`config.mk`:
```
export PLATFORM = sky130hd
export DESIGN_NAME = cycle_count_microsecond_timebase_core
export DESIGN_NICKNAME = d
export VERILOG_FILES = /design/src/sv/ccmt_pkg.sv /design/src/sv/cycle_count_microsecond_timebase_core.sv /design/src/sv/ccmt_dp.sv /design/src/sv/ccmt_ctrl.sv
export SDC_FILE = /design/constraint.sdc
export NUM_CORES = 1
export LEC_CHECK = 0
export BUFFER_PORTS_ARGS = -buffer_cell sky130_fd_sc_hd__buf_2
export CORE_MARGIN = 5
export CORE_UTILIZATION = 63
export DETAILED_ROUTE_END_ITERATION = 10
export PLACE_DENSITY = 0.93
export SLEW_MARGIN = 20
export SYNTH_ARGS = -nofsm -noshare
export SYNTH_HDL_FRONTEND = slang
export SYNTH_HIERARCHICAL = 1
export SYNTH_SLANG_ARGS = --single-unit
```
`constraint.sdc`:
```
create_clock -name clk -period 9.43 [get_ports clk]
set_input_delay 0.4715 -clock clk [delete_from_list [all_inputs] [get_ports clk]]
set_output_delay 0.4715 -clock clk [all_outputs]
set_load 0.005 [all_outputs]
```
`src/sv/ccmt_pkg.sv`:
```
// ----------------------------------------------------------------------------
// ccmt_pkg
// shared constants and types of the microsecond timebase
// ----------------------------------------------------------------------------
`default_nettype none

package ccmt_pkg;

  // width of the free-running cycle counter, 16 to 32
  localparam int COUNTER_BITS = 32;

  localparam int ACT_W      = 2;
  localparam int VALUE_W    = 32;
  localparam int HZ_W       = 32;
  localparam int TOTAL_W    = 64;
  localparam int US_W       = 20;
  localparam int PP_W       = VALUE_W + US_W;
  localparam int DIV_STEPS  = TOTAL_W;
  localparam int DIV_CNT_W  = $clog2(DIV_STEPS);

  localparam logic [US_W-1:0] US_PER_SECOND  = US_W'(1000000);
  localparam logic [HZ_W-1:0] CLOCK_HZ_RESET = HZ_W'(600000000);

  // item actions
  localparam logic [ACT_W-1:0] ACT_SEED    = 2'd0;
  localparam logic [ACT_W-1:0] ACT_NOW     = 2'd1;
  localparam logic [ACT_W-1:0] ACT_CONVERT = 2'd2;
  localparam logic [ACT_W-1:0] ACT_NONE    = 2'd3;

  // controller to datapath commands
  typedef struct packed {
    logic load;
    logic mul_lo;
    logic mul_hi;
    logic add;
    logic div_step;
    logic out_load;
  } ccmt_cmd_t;

endpackage

`default_nettype wire

```
`src/sv/cycle_count_microsecond_timebase_core.sv`:
```
// ----------------------------------------------------------------------------
// cycle_count_microsecond_timebase_core
// microsecond timebase from samples of a free-running cycle counter
// ----------------------------------------------------------------------------
// Each item carries an action and a counter value and yields exactly one
// time_us result. seed records the sample, clears the 64-bit cycle total and
// returns 0; now adds the wrapping sample difference to the total and returns
// (total * 1e6 mod 2^64) / clock_hz; convert returns value * 1e6 / clock_hz
// truncated to 32 bits; the unused action returns 0 and changes nothing. A
// zero clock_hz gives all ones. For now and convert the item passes through a
// low-half and a high-half state on the shared 32x20 multiplier, a state
// that folds the two partial products, the radix-2 restoring divider and a
// final state that loads the output register; seed and the unused action
// go from accept straight to that final state. A finished item waits there
// while the previous result is held by out_stall. One item is in work at a
// time; a new item is taken while the previous result still waits in the
// output register. The user must write clock_hz only while the block is
// idle; the block itself does not enforce this.
// ----------------------------------------------------------------------------
`default_nettype none

module cycle_count_microsecond_timebase_core (
  input  wire logic                            clk,
  input  wire logic                            rst_n,
  // item input
  input  wire logic                            in_valid,
  output logic                                 in_stall,
  input  wire logic [ccmt_pkg::ACT_W-1:0]      in_action,
  input  wire logic [ccmt_pkg::VALUE_W-1:0]    in_counter_value,
  // result output
  output logic                                 out_valid,
  input  wire logic                            out_stall,
  output logic      [ccmt_pkg::TOTAL_W-1:0]    out_time_us,
  // clock_hz register
  input  wire logic                            cfg_wr_en,
  input  wire logic [ccmt_pkg::HZ_W-1:0]       cfg_wr_data
);

  // commands from the sequencer to the datapath
  ccmt_pkg::ccmt_cmd_t cmd;

  // sequencer: handshakes, step counter, output valid
  ccmt_ctrl u_ctrl (
    .clk       (clk),
    .rst_n     (rst_n),
    .in_valid  (in_valid),
    .in_action (in_action),
    .in_stall  (in_stall),
    .out_valid (out_valid),
    .out_stall (out_stall),
    .cmd       (cmd)
  );

  // datapath: state update at accept, product, quotient, result register
  ccmt_dp u_dp (
    .clk              (clk),
    .rst_n            (rst_n),
    .cmd              (cmd),
    .in_action        (in_action),
    .in_counter_value (in_counter_value),
    .cfg_wr_en        (cfg_wr_en),
    .cfg_wr_data      (cfg_wr_data),
    .out_time_us      (out_time_us)
  );

endmodule

`default_nettype wire

```
`src/sv/ccmt_dp.sv`:
```
// ----------------------------------------------------------------------------
// ccmt_dp
// datapath: cycle total, shared 32x20 multiplier and radix-2 divider
// ----------------------------------------------------------------------------
`default_nettype none

module ccmt_dp (
  input  wire logic                               clk,
  input  wire logic                               rst_n,
  input  wire ccmt_pkg::ccmt_cmd_t                cmd,
  input  wire logic [ccmt_pkg::ACT_W-1:0]         in_action,
  input  wire logic [ccmt_pkg::VALUE_W-1:0]       in_counter_value,
  input  wire logic                               cfg_wr_en,
  input  wire logic [ccmt_pkg::HZ_W-1:0]          cfg_wr_data,
  output logic      [ccmt_pkg::TOTAL_W-1:0]       out_time_us
);

  logic [ccmt_pkg::HZ_W-1:0]          clock_hz_r;
  logic [ccmt_pkg::COUNTER_BITS-1:0]  last_r, last_nxt;
  logic [ccmt_pkg::TOTAL_W-1:0]       total_r, total_nxt;
  logic [ccmt_pkg::VALUE_W-1:0]       value_r;
  logic [ccmt_pkg::ACT_W-1:0]         act_r;
  logic [ccmt_pkg::PP_W-1:0]          pp_r, pp_nxt;
  logic [ccmt_pkg::TOTAL_W-1:0]       num_r, num_nxt;
  logic [ccmt_pkg::HZ_W-1:0]          rem_r, rem_nxt;
  logic [ccmt_pkg::TOTAL_W-1:0]       out_r, out_nxt;

  logic [ccmt_pkg::COUNTER_BITS-1:0]  sample;
  logic [ccmt_pkg::COUNTER_BITS-1:0]  delta;
  logic [ccmt_pkg::TOTAL_W-1:0]       operand;
  logic [ccmt_pkg::VALUE_W-1:0]       mul_a;
  logic [ccmt_pkg::PP_W-1:0]          mul_p;
  logic [ccmt_pkg::HZ_W:0]            rem_sh;
  logic                               ge;

  assign sample  = in_counter_value[ccmt_pkg::COUNTER_BITS-1:0];
  assign delta   = sample - last_r;
  assign operand = (act_r == ccmt_pkg::ACT_NOW) ? total_r
                                                : ccmt_pkg::TOTAL_W'(value_r);
  assign mul_a   = cmd.mul_hi ? operand[63:32] : operand[31:0];
  assign mul_p   = ccmt_pkg::PP_W'(mul_a) * ccmt_pkg::PP_W'(ccmt_pkg::US_PER_SECOND);

  // one restoring divide step
  assign rem_sh  = {rem_r, num_r[ccmt_pkg::TOTAL_W-1]};
  assign ge      = rem_sh >= {1'b0, clock_hz_r};

  always_comb begin
    last_nxt  = last_r;
    total_nxt = total_r;
    if (cmd.load) begin
      case (in_action)
        ccmt_pkg::ACT_SEED: begin
          last_nxt  = sample;
          total_nxt = '0;
        end
        ccmt_pkg::ACT_NOW: begin
          last_nxt  = sample;
          total_nxt = total_r + ccmt_pkg::TOTAL_W'(delta);
        end
        default: ;
      endcase
    end
  end

  always_comb begin
    pp_nxt  = pp_r;
    num_nxt = num_r;
    rem_nxt = rem_r;
    if (cmd.mul_lo) begin
      pp_nxt = mul_p;
    end else if (cmd.mul_hi) begin
      pp_nxt  = mul_p;
      num_nxt = ccmt_pkg::TOTAL_W'(pp_r);
    end else if (cmd.add) begin
      num_nxt = num_r + {pp_r[31:0], 32'b0};
      rem_nxt = '0;
    end else if (cmd.div_step) begin
      num_nxt = {num_r[ccmt_pkg::TOTAL_W-2:0], ge};
      rem_nxt = ge ? ccmt_pkg::HZ_W'(rem_sh - {1'b0, clock_hz_r})
                   : rem_sh[ccmt_pkg::HZ_W-1:0];
    end
  end

  always_comb begin
    out_nxt = out_r;
    if (cmd.out_load) begin
      case (act_r)
        ccmt_pkg::ACT_NOW:     out_nxt = num_r;
        ccmt_pkg::ACT_CONVERT: out_nxt = ccmt_pkg::TOTAL_W'(num_r[31:0]);
        default:               out_nxt = '0;
      endcase
    end
  end

  always_ff @(posedge clk) begin
    if (!rst_n) begin
      clock_hz_r <= ccmt_pkg::CLOCK_HZ_RESET;
      last_r     <= '0;
      total_r    <= '0;
    end else begin
      if (cfg_wr_en) begin
        clock_hz_r <= cfg_wr_data;
      end
      last_r  <= last_nxt;
      total_r <= total_nxt;
    end
  end

  always_ff @(posedge clk) begin
    if (cmd.load) begin
      value_r <= in_counter_value;
      act_r   <= in_action;
    end
    pp_r  <= pp_nxt;
    num_r <= num_nxt;
    rem_r <= rem_nxt;
    out_r <= out_nxt;
  end

  assign out_time_us = out_r;

endmodule

`default_nettype wire

```
`src/sv/ccmt_ctrl.sv`:
```
// ----------------------------------------------------------------------------
// ccmt_ctrl
// sequencer: accept, multiply, divide, hand off to the output register
// ----------------------------------------------------------------------------
`default_nettype none

module ccmt_ctrl (
  input  wire logic                         clk,
  input  wire logic                         rst_n,
  input  wire logic                         in_valid,
  input  wire logic [ccmt_pkg::ACT_W-1:0]   in_action,
  output logic                              in_stall,
  output logic                              out_valid,
  input  wire logic                         out_stall,
  output ccmt_pkg::ccmt_cmd_t               cmd
);

  localparam logic [2:0] S_IDLE   = 3'd0;
  localparam logic [2:0] S_MUL_LO = 3'd1;
  localparam logic [2:0] S_MUL_HI = 3'd2;
  localparam logic [2:0] S_ADD    = 3'd3;
  localparam logic [2:0] S_DIV    = 3'd4;
  localparam logic [2:0] S_FIN    = 3'd5;

  localparam logic [ccmt_pkg::DIV_CNT_W-1:0] CNT_LAST =
    ccmt_pkg::DIV_CNT_W'(ccmt_pkg::DIV_STEPS - 1);

  logic [2:0]                        state_r, state_nxt;
  logic [ccmt_pkg::DIV_CNT_W-1:0]    cnt_r, cnt_nxt;
  logic                              out_valid_r, out_valid_nxt;
  logic                              accept;

  assign in_stall = (state_r != S_IDLE);
  assign accept   = in_valid && !in_stall;

  always_comb begin
    state_nxt = state_r;
    cnt_nxt   = cnt_r;
    cmd       = '0;
    case (state_r)
      S_IDLE: begin
        if (accept) begin
          cmd.load = 1'b1;
          if ((in_action == ccmt_pkg::ACT_NOW) || (in_action == ccmt_pkg::ACT_CONVERT)) begin
            state_nxt = S_MUL_LO;
          end else begin
            state_nxt = S_FIN;
          end
        end
      end
      S_MUL_LO: begin
        cmd.mul_lo = 1'b1;
        state_nxt  = S_MUL_HI;
      end
      S_MUL_HI: begin
        cmd.mul_hi = 1'b1;
        state_nxt  = S_ADD;
      end
      S_ADD: begin
        cmd.add   = 1'b1;
        cnt_nxt   = '0;
        state_nxt = S_DIV;
      end
      S_DIV: begin
        cmd.div_step = 1'b1;
        cnt_nxt      = cnt_r + ccmt_pkg::DIV_CNT_W'(1);
        if (cnt_r == CNT_LAST) begin
          state_nxt = S_FIN;
        end
      end
      S_FIN: begin
        if (!out_valid_r || !out_stall) begin
          cmd.out_load = 1'b1;
          state_nxt    = S_IDLE;
        end
      end
      default: state_nxt = S_IDLE;
    endcase
  end

  assign out_valid_nxt = cmd.out_load || (out_valid_r && out_stall);

  always_ff @(posedge clk) begin
    if (!rst_n) begin
      state_r     <= S_IDLE;
      cnt_r       <= '0;
      out_valid_r <= 1'b0;
    end else begin
      state_r     <= state_nxt;
      cnt_r       <= cnt_nxt;
      out_valid_r <= out_valid_nxt;
    end
  end

  assign out_valid = out_valid_r;

`ifndef ASSERT_OFF
  a_accept_leaves_idle: assert property (@(posedge clk) disable iff (!rst_n)
    accept |=> (state_r != S_IDLE))
    else $error("accepted item did not start");

  a_div_ends: assert property (@(posedge clk) disable iff (!rst_n)
    (state_r == S_DIV) && (cnt_r == CNT_LAST) |=> (state_r == S_FIN))
    else $error("divide did not finish after last step");

  a_fin_loads: assert property (@(posedge clk) disable iff (!rst_n)
    (state_r == S_FIN) && (!out_valid_r || !out_stall) |=> out_valid_r)
    else $error("finished item not presented");

  a_valid_from_fin: assert property (@(posedge clk) disable iff (!rst_n)
    $rose(out_valid_r) |-> ($past(state_r) == S_FIN))
    else $error("result raised outside finish");
`endif

endmodule

`default_nettype wire
```
# == After elaboration in Yosys (flattened, before gate mapping) ==
# Index checks and enable logic that the tools add are counted.
# classes
n_mul,1
add_sub_neg,5
n_bitwise,2
div,0
eq_ne,13
n_shift,0
n_mux,25
n_lt_le_gt_ge,1
n_reduce_logical,22
# op_table
cell,n
64-bit one-hot mux with 2 select lines,2
64-bit two-way mux,3
52-bit two-way mux,3
32-bit two-way mux,3
64-bit by 32-bit adder with 64-bit output,1
64-bit adder,1
32-bit subtractor,2
32-bit by 14-bit multiplier with 46-bit output (second input constant),1
33-bit by 32-bit greater-or-equal comparator with 1-bit output,1
3-bit one-hot mux with 6 select lines,1
3-bit two-way mux,4
6-bit one-hot mux with 2 select lines,1
1-bit two-way mux,8
2-bit nonzero test,4
6-bit by 1-bit adder with 6-bit output (second input constant),1
3-bit by 2-bit == test with 1-bit output (second input constant),2
3-bit == test (second input constant),2
6-bit == test (second input constant),1
2-bit by 1-bit != test with 1-bit output (second input constant),3
2-bit AND reduction,3
3-bit AND reduction,2
3-bit nonzero test,2
2-bit by 1-bit == test with 1-bit output (second input constant),2
2-bit == test (second input constant),2
8 further kinds,14
# totals
ramBits,0
romBits,0
output_inout_bits,66
mem_count,0
reg_bits,378
input_bits,71
latch_bits,0

# == Depth between registers and ports, before layout ==
# logic_depth
word_depth,6
mapped_depth,31

# == By module ==
# Netlist, hierarchy kept.
# by_module_without_submodules
module,n_inst,area_per_inst_um2,cells_each,seq_area_each_um2
ccmt_dp,1,28526.1,2985,9769.4
ccmt_ctrl,1,534.3,64,200.2

# == Worst setup path before layout ==
# Ideal clock, no wire load.
# synth_timing
path_kind,register -> register
from,register u_ctrl.state_r[1]
to,"register u_dp/pp_r[47] (netlist name), data pin"
setup_ps,273
setup_slack_ps,2015
required_ps,9157
arrival_ps,7142
n_path_buf,5
stages_incl_launch_ff,30
period_less_slack_ps,7415
path_cell_list,dfxtp_1 -> buf_2 -> nor3b_1 -> clkbuf_1 -> clkbuf_1 -> clkbuf_1 -> clkbuf_1 -> nand3_1 -> o21ai_1 -> xor2_1 -> ha_1 -> or2_2 -> fa_1 -> fa_1 -> ha_1 -> a21o_1 -> ha_1 -> inv_1 -> fa_1 -> inv_1 -> ha_1 -> a21o_1 -> a21o_1 -> a21o_1 -> a21o_1 -> a221oi_2 -> o21ai_2 -> o311a_1 -> nor2_1 -> a311oi_1
# synth_lines
element,line_no,text
"start, declared",ccmt_ctrl.sv:28,"logic [2:0] state_r, state_nxt;"
"start signal, assigned",ccmt_ctrl.sv:89,state_r <= state_nxt;
"end signal, assigned",ccmt_dp.sv:114,pp_r <= pp_nxt;
"end, declared",ccmt_dp.sv:23,"logic [ccmt_pkg::PP_W-1:0] pp_r, pp_nxt;"

# == Worst setup path after layout ==
# layout_timing
from,register u_dp/act_r[1] (netlist name)
to,"register u_dp/pp_r[45] (netlist name), data pin"
# layout_via
elab_chain_cells,6
# layout_lines
element,line_no,text
"start, declared",ccmt_dp.sv:22,logic [ccmt_pkg::ACT_W-1:0] act_r;
"start signal, assigned",ccmt_dp.sv:112,act_r <= in_action;
2-bit by 1-bit == test with 1-bit output *,ccmt_dp.sv:38,assign operand = (act_r == ccmt_pkg::ACT_NOW) ? total_r
64-bit two-way mux *,ccmt_dp.sv:38,
32-bit two-way mux *,ccmt_dp.sv:40,assign mul_a = cmd.mul_hi ? operand[63:32] : operand[31:0];
32-bit by 14-bit multiplier with 46-bit output *,ccmt_dp.sv:41,assign mul_p = ccmt_pkg::PP_W'(mul_a) * ccmt_pkg::PP_W'(ccmt_pkg::US_PER_SECOND);
"via u_dp.mul_p, one bit",ccmt_dp.sv:32,logic [ccmt_pkg::PP_W-1:0] mul_p;
52-bit two-way mux,ccmt_dp.sv:71,end else if (cmd.mul_hi) begin
52-bit two-way mux *,ccmt_dp.sv:69,if (cmd.mul_lo) begin
# The timed path passes the listed nets; every way through them passes the cells marked *. The select of a mux whose other input is x is not followed.
# A chain may end at the register's enable or synchronous reset.

==> metrics.md <==
| Metric | Value |
|---|---|
| Final cycle utilization of the critical path | 0.848 |
| Worst Setup End Kind | register |
| Vias | 23300 |
| Max Slew Vio Count | 0 |
| DRT antenna net count | 0 |
| Total grt overflow | 0 |
| Initial antenna violation count | 1 |
| H-tree depth | 2 |
| Worst-path clk slew | 70 ps |
| Area growth from synthesis to layout | 8.48% |
| WL per Instance | 18.8 microns |
| Layout cell share with drive strength beyond 1 | 0.0886 |
| Setup CP Type | reg2reg |
| First-pass GRT wire length | 113000 microns |
| Pre-antenna DRT Iters | 8 |
| Total CTS buffers | 42 |
| Worst reg2reg startpoint | u_dp/act_r[1] |
| Initial Utilization | 0.639 |
| Syn_nets | 3512 |
| FF-to-FF End | u_dp/pp_r[45] |
| Cell taking the most area after synthesis | edfxtp_1 |
| Total core area | 0.0455 sq mm |
| Crit path required time | 9760 ps |
| Crit path to | u_dp/pp_r[45] |
| I/O Buffers | 136 |
| Vias per inst | 6.21 |
| Largest net degree at the start of global routing | 113 |
| Core Util, Final | 0.693 |
| Fin. Hold Viols | 0 |
| CP Launch Type | register |
| Ys flop type | edfxtp_1 |
| Start point of the critical path | u_dp/act_r[1] |
| Clock buffer depth | 3 |
| Total clock sinks | 378 |
| Die Span Y | 225 microns |
| Hold crit path type | in2reg |
| Setup Buffers After CTS | 0 |
| Finish-stage setup viols | 0 |
| Distinct cells, synth | 83 |
| Vias in the first global route | 22600 |
| Setup TNS Final | 0 ps |
| Setup slack, reg-to-reg | 1430 ps |
| Crit path DAT | 8320 ps |
| Mean Syn Cell Area | 9.53 sq um |
| Most frequent cells in the layout | nand2_1 (270), ha_1 (270), inv_1 (253), edfxtp_1 (240), a21oi_1 (224) |
| Slew margin rel. | 0.321 |
| R2R cell count | 25 |
| Post-synthesis instance area | 0.0291 sq mm |
| I/O pin count | 137 |
| Final nets | 3581 |
| Largest cells by area after synthesis | edfxtp_1 (25%), ha_1 (12%), dfxtp_1 (9.5%) |
| Hold-fix buffers at CTS | 0 |
| Routability congestion estimate from global placement | 0.950 |
| Die W | 225 microns |
| Remaining DRCs | 0 |
| Clock latency on the worst-skew pair | 580 ps |
| Crit Path Max Fanout | 27 |
| Sequential area share after synthesis | 0.343 |
| CTS root buf | clkbuf_16 |
| Hold Slack | 110 ps |
| Total track usage | 0.270 |
| Synth Warn # | 6 |
| Top-area cell type share of the netlist area | 0.248 |
| PostCTS Resize Cnt | 0 |
| Worst-Margin Slew | 1020 ps |
| Final WL | 70500 microns |
| Yosys reg bits | 378 |
| Worst Skew | 31.1 ps |
| Max cap viols | 0 |
| RSZ-0062 raised after global routing | false |
| Status | finished clean |
| Post-Synthesis Cells | 3049 |
| Post-synth EDFFs | 240 |
| Die area | 0.0505 sq mm |
| Ys async rst share | 0 |
| Achievable Freq | 0.125 GHz |
| CTS tree | built |
| DRT iter0 DRCs | 2353 |
| Hpwl dp | 51400 microns |
| Core Rows | 78 |
| Fin crit period | 8000 ps |
## per-stage QoR
step	std cells	worst slack (ps)	cell area [sq um]
after detailed placement	3674	1560	30200
after floorplan	3049	2010	29100
after global placement	3674	1810	30200
after global routing	3750	948	31500
final	3750	1430	31500
after CTS	3749	1550	31500
## worst min path at each step
stage	to	cells after the start	start
detailed placement	u_dp/last_r[10]	2	u_dp/last_r[10]
global route	u_dp/clock_hz_r[14]	3	cfg_wr_data[14]
floorplan	u_dp/last_r[28]	2	u_dp/last_r[28]
finish	u_dp/clock_hz_r[29]	3	cfg_wr_data[29]
CTS	u_dp/clock_hz_r[14]	3	cfg_wr_data[14]
global placement	u_dp/last_r[4]	2	u_dp/last_r[4]
## logic make-up (layout without fill, tap and decap cells)
group,after synthesis,in the layout,share of synthesized area
buffers and inverters,388,488,0.0515
XOR/XNOR,180,180,0.0542
flip-flops,378,378,0.343
other,0,1,0
adder cells (fa/ha/maj),392,392,0.200
multiplexers,88,88,0.0309
AND/OR/NAND/NOR,833,833,0.144
AO/OA/AOI/OAI,790,790,0.177
## cell usage after synthesis, drive strengths merged (41+ instances only)
master / count
ha: 272
and2: 89
nor2b: 60
edfxtp: 240
a21boi: 42
fa: 120
nand2b: 52
o21ai: 150
xnor2: 112
nand3: 89
dfxtp: 138
clkbuf: 104
a21o: 105
mux2i: 75
a21oi: 225
inv: 254
nand2: 270
o21a: 41
xor2: 68
nor2: 115
## registers in the layout, indices dropped and copies added (netlist names)
| name | count |
|---|---|
| u_ctrl/cnt_r | 6 |
| u_ctrl/out_valid | 1 |
| u_ctrl/state_r | 3 |
| u_dp/act_r | 2 |
| u_dp/clock_hz_r | 32 |
| u_dp/last_r | 32 |
| u_dp/num_r | 64 |
| u_dp/out_time_us | 64 |
| u_dp/pp_r | 46 |
| u_dp/rem_r | 32 |
| u_dp/total_r | 64 |
| u_dp/value_r | 32 |
## routing by layer
metal	vias up	part of all wire	routed length (microns)	global-route usage
met4	0	0.043	3040	0.106
met1	11100	0.40	28200	0.350
met3	212	0.072	5060	0.0371
met2	1023	0.49	34300	0.460
li1	11000	-	-	-
met5	-	0	0	0
## worst max-delay path, stage by stage (launching register included)
cell and delay, ps:
edfxtp_1 410, inv_1 110, ha_2 540, buf_4 480, mux2i_1 130, o21ai_0 750
inv_1 360, fa_1 570, inv_1 60, fa_1 510, fa_1 570, fa_1 420
ha_1 290, inv_1 50, fa_1 500, inv_1 50, ha_1 340, a21oi_1 220
nand2_1 80, a21o_1 170, a21oi_1 220, or2_2 180, nor2_1 50, a21boi_0 330
o21ai_0 190, xnor2_1 150
## layout make-up
class | count | area, sq um
fillers | 3255 | 14000
diodes | 1 | 2.50
well taps | 600 | 751
clock inverters | 21 | 183
flip-flops and latches | 378 | 9970
multi-input cells | 2283 | 17600
inverters | 255 | 958
repair buffers | 158 | 846
clock buffers | 54 | 1170
Power is not shown: default switching activity piles up to over one toggle a cycle in this logic, so the estimate is an artifact.
